### src/rtl/position_frame_parser_unwrap_assert.svh
// ----------------------------------------------------------------------------
// Position frame parser assertion macros
// Shared concurrent assertion forms, clocked on clk and held off in reset.
// ----------------------------------------------------------------------------
`ifndef POSITION_FRAME_PARSER_UNWRAP_ASSERT_SVH
`define POSITION_FRAME_PARSER_UNWRAP_ASSERT_SVH

// same-cycle implication
`define PFPU_ASSERT_NOW(lbl, ante, cons, msg) \
    lbl: assert property (@(posedge clk) disable iff (!rst_n) (ante) |-> (cons)) \
        else $error(msg);

// next-cycle implication
`define PFPU_ASSERT_NEXT(lbl, ante, cons, msg) \
    lbl: assert property (@(posedge clk) disable iff (!rst_n) (ante) |=> (cons)) \
        else $error(msg);

`endif

### src/rtl/pfpu_pkg.sv
// ----------------------------------------------------------------------------
// pfpu_pkg
// Types, constants and the heading conversion for the position frame parser.
// ----------------------------------------------------------------------------
package pfpu_pkg;

    // frame sync bytes
    localparam logic [7:0] BYTE_CR = 8'h0D;
    localparam logic [7:0] BYTE_LF = 8'h0A;

    // payload layout
    localparam int unsigned PAYLOAD_LEN = 24;
    localparam int unsigned IDX_W       = 5;
    localparam int unsigned HEAD_BASE   = 0;
    localparam int unsigned X_BASE      = 12;
    localparam int unsigned Y_BASE      = 16;

    // heading arithmetic, 1/65536 degree units
    localparam int unsigned DELTA_W = 34;
    localparam int unsigned SUM_W   = 48;
    localparam logic signed [DELTA_W-1:0] HALF_TURN = 34'sd11796480;
    localparam logic signed [DELTA_W-1:0] FULL_TURN = 34'sd23592960;

    // float exponent where the mantissa lines up with the fixed point
    localparam logic [7:0] EXP_ALIGN = 8'd134;
    localparam logic [7:0] EXP_SAT   = 8'd142;
    localparam logic [7:0] EXP_SPEC  = 8'hFF;

    localparam logic signed [31:0] FIX_MAX = 32'sh7FFF_FFFF;
    localparam logic signed [31:0] FIX_MIN = 32'sh8000_0000;

    typedef enum logic [2:0] {
        PH_HUNT_CR  = 3'd0,
        PH_HUNT_LF  = 3'd1,
        PH_PAYLOAD  = 3'd2,
        PH_TAIL_LF  = 3'd3,
        PH_CLOSE    = 3'd4
    } phase_t;

    // IEEE single -> signed 16.16 fixed, truncating toward zero, saturating
    function automatic logic signed [31:0] float_to_fixed(input logic [31:0] bits);
        logic        neg;
        logic [7:0]  ex;
        logic [22:0] frac;
        logic [31:0] mant;
        logic [31:0] mag;
        logic [7:0]  lsh;
        logic [7:0]  rsh;
        logic signed [31:0] res;
        neg  = bits[31];
        ex   = bits[30:23];
        frac = bits[22:0];
        mant = {8'd0, (ex != 8'd0), frac};
        mag  = '0;
        lsh  = ex - EXP_ALIGN;
        rsh  = (ex == 8'd0) ? (EXP_ALIGN - 8'd1) : (EXP_ALIGN - ex);
        if (ex == EXP_SPEC) begin
            if (frac != 23'd0)
                res = '0;
            else
                res = neg ? FIX_MIN : FIX_MAX;
        end
        else if (ex > EXP_SAT) begin
            res = neg ? FIX_MIN : FIX_MAX;
        end
        else begin
            if (ex >= EXP_ALIGN)
                mag = mant << lsh[3:0];
            else if (rsh > 8'd31)
                mag = '0;
            else
                mag = mant >> rsh[4:0];
            if (mag[31])
                res = neg ? FIX_MIN : FIX_MAX;
            else
                res = neg ? $signed(32'd0 - mag) : $signed(mag);
        end
        return res;
    endfunction

endpackage

### src/rtl/position_frame_parser_unwrap.sv
// ----------------------------------------------------------------------------
// position_frame_parser_unwrap
// Byte-wise position frame parser with heading unwrap and saturating sum.
// ----------------------------------------------------------------------------
// Channel  | Handshake              | Payload
// ---------+------------------------+------------------------------------------
// input    | in_valid / in_ready    | rx_byte
// result   | out_valid / out_ready  | frame_ok, pos_x_bits, pos_y_bits,
//          |                        | heading_sum
//
// One byte per cycle sustained unless a pending result stalls a closing byte;
// each byte is registered at the input before it is parsed; the result is registered.
// Heading conversion and wrap are precomputed from the stored payload while
// the tail bytes arrive; the closing byte only does the 48-bit saturating add.
// Reset clears phase, index, previous heading, heading total and held positions to zero.
// A pending result stalls only the closing byte of the next frame.
// ----------------------------------------------------------------------------
module position_frame_parser_unwrap
(
    input  logic                clk,
    input  logic                rst_n,
    input  logic                in_valid,
    output logic                in_ready,
    input  logic [7:0]          rx_byte,
    output logic                out_valid,
    input  logic                out_ready,
    output logic                frame_ok,
    output logic [31:0]         pos_x_bits,
    output logic [31:0]         pos_y_bits,
    output logic signed [47:0]  heading_sum
);

    // input register
    logic        in_valid_reg;
    logic [7:0]  in_byte_reg;

    // parser state
    pfpu_pkg::phase_t phase_reg, phase_next;
    logic [pfpu_pkg::IDX_W-1:0] byte_index_reg, byte_index_next;
    logic [7:0]  payload_reg [pfpu_pkg::PAYLOAD_LEN];
    logic        store_en;

    // heading state
    logic signed [31:0]                    prev_heading_reg;
    logic signed [pfpu_pkg::SUM_W-1:0]     heading_total_reg;
    logic [31:0]                           held_x_reg;
    logic [31:0]                           held_y_reg;
    logic signed [31:0]                    head_fix_reg;
    logic signed [pfpu_pkg::DELTA_W-1:0]   head_delta_reg;

    // result register
    logic        out_valid_reg;
    logic        out_ok_reg;

    logic        out_free;
    logic        proc_go;
    logic        close_go;
    logic        close_ok;
    logic [pfpu_pkg::IDX_W-1:0] idx_inc;

    logic [31:0] head_word;
    logic signed [pfpu_pkg::DELTA_W-1:0] diff_raw;
    logic signed [pfpu_pkg::DELTA_W-1:0] diff_wrap;
    logic signed [pfpu_pkg::SUM_W:0]     sum_wide;
    logic signed [pfpu_pkg::SUM_W-1:0]   sum_sat;

    // handshake
    assign out_free = !out_valid_reg || out_ready;
    assign proc_go  = in_valid_reg && ((phase_reg != pfpu_pkg::PH_CLOSE) || out_free);
    assign in_ready = !in_valid_reg || proc_go;
    assign close_go = proc_go && (phase_reg == pfpu_pkg::PH_CLOSE);
    assign close_ok = close_go && (in_byte_reg == pfpu_pkg::BYTE_CR);

    always_ff @(posedge clk or negedge rst_n)
    begin
        if (!rst_n)
            in_valid_reg <= 1'b0;
        else if (in_ready)
            in_valid_reg <= in_valid;
    end

    always_ff @(posedge clk)
    begin
        if (in_valid && in_ready)
            in_byte_reg <= rx_byte;
    end

    // frame phase sequencing
    assign idx_inc = byte_index_reg + 1'b1;

    always_comb
    begin
        phase_next      = phase_reg;
        byte_index_next = byte_index_reg;
        store_en        = 1'b0;
        if (proc_go) begin
            case (phase_reg)
                pfpu_pkg::PH_HUNT_CR:
                begin
                    phase_next = (in_byte_reg == pfpu_pkg::BYTE_CR) ?
                                 pfpu_pkg::PH_HUNT_LF : pfpu_pkg::PH_HUNT_CR;
                end
                pfpu_pkg::PH_HUNT_LF:
                begin
                    if (in_byte_reg == pfpu_pkg::BYTE_LF) begin
                        byte_index_next = '0;
                        phase_next      = pfpu_pkg::PH_PAYLOAD;
                    end
                    else if (in_byte_reg != pfpu_pkg::BYTE_CR) begin
                        phase_next = pfpu_pkg::PH_HUNT_CR;
                    end
                end
                pfpu_pkg::PH_PAYLOAD:
                begin
                    if (byte_index_reg < pfpu_pkg::IDX_W'(pfpu_pkg::PAYLOAD_LEN)) begin
                        store_en = 1'b1;
                        if (idx_inc >= pfpu_pkg::IDX_W'(pfpu_pkg::PAYLOAD_LEN)) begin
                            byte_index_next = '0;
                            phase_next      = pfpu_pkg::PH_TAIL_LF;
                        end
                        else begin
                            byte_index_next = idx_inc;
                        end
                    end
                    else begin
                        // stray index ends the payload
                        byte_index_next = '0;
                        phase_next      = pfpu_pkg::PH_TAIL_LF;
                    end
                end
                pfpu_pkg::PH_TAIL_LF:
                begin
                    phase_next = (in_byte_reg == pfpu_pkg::BYTE_LF) ?
                                 pfpu_pkg::PH_CLOSE : pfpu_pkg::PH_HUNT_CR;
                end
                pfpu_pkg::PH_CLOSE:
                begin
                    phase_next = pfpu_pkg::PH_HUNT_CR;
                end
                default:
                begin
                    phase_next = pfpu_pkg::PH_HUNT_CR;
                end
            endcase
        end
    end

    always_ff @(posedge clk or negedge rst_n)
    begin
        if (!rst_n) begin
            phase_reg      <= pfpu_pkg::PH_HUNT_CR;
            byte_index_reg <= '0;
        end
        else begin
            phase_reg      <= phase_next;
            byte_index_reg <= byte_index_next;
        end
    end

    // payload store
    always_ff @(posedge clk)
    begin
        if (store_en)
            payload_reg[byte_index_reg] <= in_byte_reg;
    end

    // heading precompute: stable long before the closing byte
    assign head_word = {payload_reg[pfpu_pkg::HEAD_BASE + 3], payload_reg[pfpu_pkg::HEAD_BASE + 2],
                        payload_reg[pfpu_pkg::HEAD_BASE + 1], payload_reg[pfpu_pkg::HEAD_BASE]};

    assign diff_raw = pfpu_pkg::DELTA_W'(head_fix_reg) - pfpu_pkg::DELTA_W'(prev_heading_reg);

    always_comb
    begin
        if (diff_raw < -pfpu_pkg::HALF_TURN)
            diff_wrap = diff_raw + pfpu_pkg::FULL_TURN;
        else if (diff_raw > pfpu_pkg::HALF_TURN)
            diff_wrap = diff_raw - pfpu_pkg::FULL_TURN;
        else
            diff_wrap = diff_raw;
    end

    always_ff @(posedge clk)
    begin
        head_fix_reg   <= pfpu_pkg::float_to_fixed(head_word);
        head_delta_reg <= diff_wrap;
    end

    // saturating accumulate
    assign sum_wide = (pfpu_pkg::SUM_W + 1)'(heading_total_reg)
                    + (pfpu_pkg::SUM_W + 1)'(head_delta_reg);

    always_comb
    begin
        if (sum_wide[pfpu_pkg::SUM_W] != sum_wide[pfpu_pkg::SUM_W-1])
            sum_sat = sum_wide[pfpu_pkg::SUM_W] ?
                      {1'b1, {(pfpu_pkg::SUM_W-1){1'b0}}} :
                      {1'b0, {(pfpu_pkg::SUM_W-1){1'b1}}};
        else
            sum_sat = sum_wide[pfpu_pkg::SUM_W-1:0];
    end

    always_ff @(posedge clk or negedge rst_n)
    begin
        if (!rst_n) begin
            prev_heading_reg  <= '0;
            heading_total_reg <= '0;
            held_x_reg        <= '0;
            held_y_reg        <= '0;
        end
        else if (close_ok) begin
            prev_heading_reg  <= head_fix_reg;
            heading_total_reg <= sum_sat;
            held_x_reg <= {payload_reg[pfpu_pkg::X_BASE + 3], payload_reg[pfpu_pkg::X_BASE + 2],
                           payload_reg[pfpu_pkg::X_BASE + 1], payload_reg[pfpu_pkg::X_BASE]};
            held_y_reg <= {payload_reg[pfpu_pkg::Y_BASE + 3], payload_reg[pfpu_pkg::Y_BASE + 2],
                           payload_reg[pfpu_pkg::Y_BASE + 1], payload_reg[pfpu_pkg::Y_BASE]};
        end
    end

    // result register; held values change only when a new result loads
    always_ff @(posedge clk or negedge rst_n)
    begin
        if (!rst_n)
            out_valid_reg <= 1'b0;
        else if (close_go)
            out_valid_reg <= 1'b1;
        else if (out_ready)
            out_valid_reg <= 1'b0;
    end

    always_ff @(posedge clk)
    begin
        if (close_go)
            out_ok_reg <= close_ok;
    end

    assign out_valid   = out_valid_reg;
    assign frame_ok    = out_ok_reg;
    assign pos_x_bits  = held_x_reg;
    assign pos_y_bits  = held_y_reg;
    assign heading_sum = heading_total_reg;

    // checks
`include "position_frame_parser_unwrap_assert.svh"

    `PFPU_ASSERT_NOW(a_index_range, phase_reg == pfpu_pkg::PH_PAYLOAD,
        byte_index_reg < pfpu_pkg::IDX_W'(pfpu_pkg::PAYLOAD_LEN), "payload index out of range")
    `PFPU_ASSERT_NOW(a_close_room, close_go, out_free, "result loaded over a pending one")
    `PFPU_ASSERT_NEXT(a_prev_follows, close_ok, prev_heading_reg == $past(head_fix_reg),
        "previous heading not taken from converted value")
    `PFPU_ASSERT_NEXT(a_bad_hold, close_go && !close_ok,
        $stable(heading_total_reg) && !out_ok_reg, "bad closing byte changed held values")
    `PFPU_ASSERT_NEXT(a_in_hold, in_valid_reg && !proc_go,
        in_valid_reg && $stable(in_byte_reg), "stalled input byte lost")

endmodule
### config.mk
export PLATFORM = sky130hd
export DESIGN_NAME = position_frame_parser_unwrap
export DESIGN_NICKNAME = d
export VERILOG_FILES = /design/src/rtl/pfpu_pkg.sv /design/src/rtl/position_frame_parser_unwrap.sv
export VERILOG_INCLUDE_DIRS = /design/src /design/src/rtl
export SDC_FILE = /design/constraint.sdc
export NUM_CORES = 1
export LEC_CHECK = 0
export BUFFER_PORTS_ARGS = -buffer_cell sky130_fd_sc_hd__buf_2
export CAP_MARGIN = 15
export CORE_UTILIZATION = 56
export CTS_CLUSTER_DIAMETER = 150
export DETAILED_ROUTE_END_ITERATION = 12
export MAX_ROUTING_LAYER = met4
export PLACE_DENSITY_LB_ADDON = 0.2
export SETUP_SLACK_MARGIN = 0.3
export SLEW_MARGIN = 15
export SYNTH_ARGS = -nofsm -noshare
export SYNTH_HDL_FRONTEND = slang
export SYNTH_SLANG_ARGS = --single-unit
### constraint.sdc
create_clock -name clk -period 4.8 [get_ports clk]
set_clock_uncertainty 0.05 [all_clocks]
set_input_delay 0.96 -clock clk [delete_from_list [all_inputs] [get_ports clk]]
set_output_delay 0.96 -clock clk [all_outputs]
set_load 0.005 [all_outputs]
-- Yosys cells after proc, flatten, opt, wreduce, memory -nomap -nowiden
Memory sizes are Yosys's and may differ from the RTL's. A register that Yosys moved wholly into a read port is not among the register bits.
Index checks and enable logic that the tools add are counted.
- magnitude comparators: 7
- mux-type cells: 33
- shifts and indexed selects: 2
- $add $sub $neg: 8
- reduce and logical (&&, ||, !) cells: 25
- equal/unequal tests: 13
- operators by type and width (operator ; count):
    two-way mux 32 bit ; 10
    two-way mux 48 bit ; 2
    two-way mux 34 bit ; 2
    adder 48 x 34 -> 49 bit ; 1
    adder 33 x 26 -> 34 bit (second input constant) ; 1
    subtractor 33 x 26 -> 34 bit (second input constant) ; 1
    greater-than comparator 33 x 25 -> 1 bit (second input constant) ; 1
    less-than comparator 33 x 25 -> 1 bit (second input constant) ; 1
    subtractor 32 x 32 -> 33 bit ; 1
    left shift 24 x 4 -> 32 bit ; 1
    >> shifter 24 x 5 -> 32 bit ; 1
    subtractor 1 x 32 -> 32 bit (first input constant) ; 1
    nonzero test 23 bit ; 1
    == test 8 x 4 -> 1 bit (second input constant) ; 2
    two-way mux 3 bit ; 5
    two-way mux 5 bit ; 3
    one-hot mux 3 bit (4 select lines) ; 1
    zero test 1 bit ; 10
    one-hot mux 5 bit (2 select lines) ; 1
    != test 3 bit (second input constant) ; 3
    == test 8 bit (second input constant) ; 1
    greater-or-equal comparator 8 bit (second input constant) ; 1
    greater-than comparator 8 x 5 -> 1 bit (second input constant) ; 1
    greater-than comparator 8 bit (second input constant) ; 1
    20 further kinds ; 35
- register bits: 165
- memories kept: 1
- memory bits (writable): 192
- memory list (name ; depth ; bits a word ; rd ports ; clocked after Yosys merged registers in ; wr ports ; line ; source):
    payload_reg ; 24 ; 8 ; 12 ; 8 ; 1 ; position_frame_parser_unwrap.sv:40 ; logic [7:0] payload_reg [pfpu_pkg::PAYLOAD_LEN];

-- Longest topological paths before layout
- depth after elaboration: 12
- gate-level depth with buffers: 21
- gate-level depth less buffers: 18

-- Worst setup path after synthesis
OpenSTA, ideal clock, no wires.
- path kind: flip-flop to flip-flop
- start: memory payload_reg[2][7]
- end: register head_fix_reg[26]
- data required time: 4.618 ns
- data arrival time: 4.553 ns
- setup slack: 0.065 ns
- cell stages (with the launch flop): 22
- path buffers: 5
- cell sequence: edfxtp_1 > buf_2 > inv_2 > buf_1 > buf_1 > ha_1 > or4b_4 > buf_6 > o211ai_1 > o31a_2 > nor2_1 > buf_6 > a32oi_1 > o21ai_0 > inv_1 > ha_1 > inv_1 > nor4_4 > nand4_1 > o31ai_1 > xor2_1 > o21ai_0
- RTL lines (what ; line ; source):
    start: declaration ; position_frame_parser_unwrap.sv:40 ;
    end signal: assignment ; position_frame_parser_unwrap.sv:185 ; head_fix_reg <= pfpu_pkg::float_to_fixed(head_word);
    end: declaration ; position_frame_parser_unwrap.sv:48 ; logic signed [31:0] head_fix_reg;

==> impl_metrics.csv <==
group,metric,value,unit
worst_setup_path,cp.required,5.16,ns
cts,root_buffer,"clkbuf_16",
cts,cts_made_buffers,37,
cells_and_area,seq_area,8330,um2
timing,min_period,4.30,ns
status,status,"completed",
floorplan,core,36600,um2
pwr,ir_drop,0.327,mV
cells_and_area,multi_input_area,11700,um2
hold_path,hold_start,"payload_reg[19][1]$_DFFE_PP_",
global_route,grt_overflow,0,
placement,portBuffers,126,
cts,clk_pin_slew,0.06,ns
synth,yosys-top-cells-area,"dfrtp_1 (18%), edfxtp_1 (15%), nand2_1 (7.8%)",
pwr,p_per_area,247,nW/um2
hold_path,whs_path_depth,2,
job,maxCapViolCount,0,
synth,synth_cells,2400,
hold_path,hold_class,"reg2reg",
cts,cts_tree,"done",
worst_setup_path,r2r_slack,0.50,ns
routing,vias,18800,
timing,slew_headroom,0.394,
routing,wl,61700,um
global_route,grt_pass1_vias,17700,
cells_and_area,largest_reg_flops,96,
worst_setup_path,path_buf_inv,2,
synth,yosysTopAreaCellShare,0.185,
worst_setup_path,r2r_end,"head_fix_reg[29]$_DFF_P_",
synth,async_flop_share,0.474,
placement,preCtsSetupSlack,0.279,ns
routing,drc,0,
worst_setup_path,startpoint_type,"register",
synth,synth-seq-area-share,0.399,
worst_setup_path,critPathArrivalTime,4.65,ns
routing,routedWlPerCell,20.5,um
global_route,grt_start_max_net_pins,89,
synth,avgSynthCellArea,8.70,um2
timing,period_share,0.895,
timing,drv_slew,0,
timing,rsz0062_at_grt,"no",
floorplan,dieArea,38100,um2
placement,gp_congestion,0.993,
cts,insertion_delay,0.56,ns
cts,htree_levels,2,
timing,hold_viol,0,
worst_setup_path,slowest_delay,0.43,ns
synth,synth.most_common_cell,"nand2_1",
worst_setup_path,crit_top_cell,"mux2_2",
cells_and_area,syn_to_final_growth,12.3,%
routing,viasPerCell,6.24,
timing,worst_pin_slew,0.908,ns
routing,first_pass_iters,6,
global_route,grt_first_pass_wirelength,97600,um
hold_path,hold_end,"pos_y_bits[25]$_DFFE_PN0P_",
synth,netlist_area,20900,um2
synth,synth.distinct_cells,108,
synth,synth_seq_cells,325,
worst_setup_path,path_cells,"buf_4 > buf_6 > mux2_2 > mux2_2 > o221ai_1 > a21oi_1 > o311a_1 > or3b_4 > nor3_4 > nand4_4 > or2_1 > mux2i_1 > o2111ai_1",
timing,fmax,0.233,GHz
floorplan,die_w,195,um
pwr,leakage,0.0106,uW
timing,tns,0,ns
worst_setup_path,crit_fanout,43,
floorplan,die_h,195,um
pwr,p_total,5790,uW
synth,syn-num-nets,2508,
worst_setup_path,reg2reg_depth,13,
cells_and_area,drive_gt1_frac,0.145,
worst_setup_path,r2r_start,"payload_reg[2][7]$_DFFE_PP_",
routing,ant_nets,0,
synth,synth_top_area_cell,"dfrtp_1",
timing,setup_viol,0,
floorplan,rows,70,
placement,dpl.hpwl,45400,um
cts,clkSinkCount,325,
cells_and_area,nets,2619,
synth,synth_common_cells,"nand2_1 (436), o21ai_0 (193), nor2_1 (173), a21oi_1 (165), dfrtp_1 (154)",
cells_and_area,final_core_util,0.640,
floorplan,ioPinCount,127,
global_route,antenna_found_initial,0,
cells_and_area,diodes,0,
cts,clockBufferDepth,3,
global_route,grt_use_total,0.333,
routing,drt_iter0_drc,1641,
synth,synth_edf_count,105,
synth,synthFlopType,"dfrtp_1",
cells_and_area,fill_cells,3089,
worst_setup_path,crit_path_top_delay_cell,"or3b_4",
floorplan,start_util,0.570,
worst_setup_path,cpLargestDelayFamily,"simple AND/OR/NAND/NOR gates",
worst_setup_path,critical_path.endpoint_type,"register",
synth,synth_warnings,0,
timing,fin_ws,0.503,ns
worst_setup_path,criticalPathCategory,"reg2reg",
[routing by layer]
layer  vias up  GRT usage  part of all wire
li1       8925          -                 -
met1      9054      0.432              0.43
met2       665      0.534              0.48
met3       132     0.0366             0.055
met4         0      0.135             0.038
met5         -          -                 0
[metrics by stage]
stage / std cells / area, um2 / hold slack [ns]
after floorplan: 2400 / 20900 / 0.365
after global placement: 2934 / 22100 / 0.370
after detailed placement: 2934 / 22100 / 0.376
after CTS: 3003 / 23300 / 0.389
after global routing: 3007 / 23400 / 0.402
final: 3007 / 23400 / 0.385
[tightest hold or removal path: cells and delay by family, from the launching register on]
family        cells  cell delay [ns]
flops             1             0.32
simple gates      2             0.08
[cell families after synthesis]
family / after synthesis / synth area share
simple gates: 898 / 0.198
flops: 325 / 0.399
mux: 86 / 0.0515
buf+inv: 224 / 0.0443
fa+ha+maj: 98 / 0.0592
xor+xnor: 87 / 0.0376
compound gates: 682 / 0.210
[final cells by class]
type                    instances  area share
repair buffers                204      0.0528
clock inverters                24      0.0113
flip-flops and latches        325       0.355
inverters                      92      0.0148
multi-input cells            1851       0.499
well taps                     468      0.0250
clock buffers                  43      0.0414
[worst max-delay path by stage]
| stage | startpoint | end | slack (ns) | cells after the start |
|---|---|---|---|---|
| final | payload_reg[2][7]$_DFFE_PP_ | head_fix_reg[29]$_DFF_P_ | 0.50 | 13 |
| after global routing | head_fix_reg[0]$_DFF_P_ | head_delta_reg[29]$_DFF_P_ | 0.30 | 19 |
| after CTS | heading_sum[0]$_DFFE_PN0P_ | heading_sum[19]$_DFFE_PN0P_ | 0.43 | 16 |
| after detailed placement | head_fix_reg[0]$_DFF_P_ | head_delta_reg[31]$_DFF_P_ | 0.28 | 18 |
| after global placement | head_fix_reg[0]$_DFF_P_ | head_delta_reg[30]$_DFF_P_ | 0.43 | 18 |
| after floorplan | payload_reg[3][0]$_DFFE_PP_ | head_fix_reg[26]$_DFF_P_ | 0.33 | 20 |
[placed cells by master (no fill, tap or decap), types with 14 or more instances in the layout]
master and n:
and3_1 19, mux4_2 15, inv_1 87, a21oi_1 164
buf_2 125, ha_1 93, dfrtp_1 154, nand2b_1 17
o21a_1 15, a21o_1 35, xor2_1 33, o211ai_1 32
nor4_1 22, clkbuf_16 38, a211oi_1 15, edfxtp_1 105
nand3_1 51, mux2_2 22, dfxtp_1 66, and2_1 20
o21ai_0 191, or3_1 14, nand4_1 28, buf_4 76
nor2b_1 14, o22ai_1 20, nor2_1 172, mux2i_1 49
nor3_1 48, xnor2_1 51, nand2_1 435, a31oi_1 26
[power breakdown]
group,leakage (uW),internal (uW),switching (uW)
registers,0.00349,2870,23.5
clock network,0.000610,1650,1210
logic,0.00654,8.03,38.7
[what timing repair did]
item | 4_1_cts | 5_1_grt
pin swaps | 1 | 4
hold buffers | 0 | 0
resized for setup | 0 | 16
setup endpoints to repair | 2 | 51
setup buffers | 2 | 4
No activity file was read; power rests on OpenSTA's default activity.
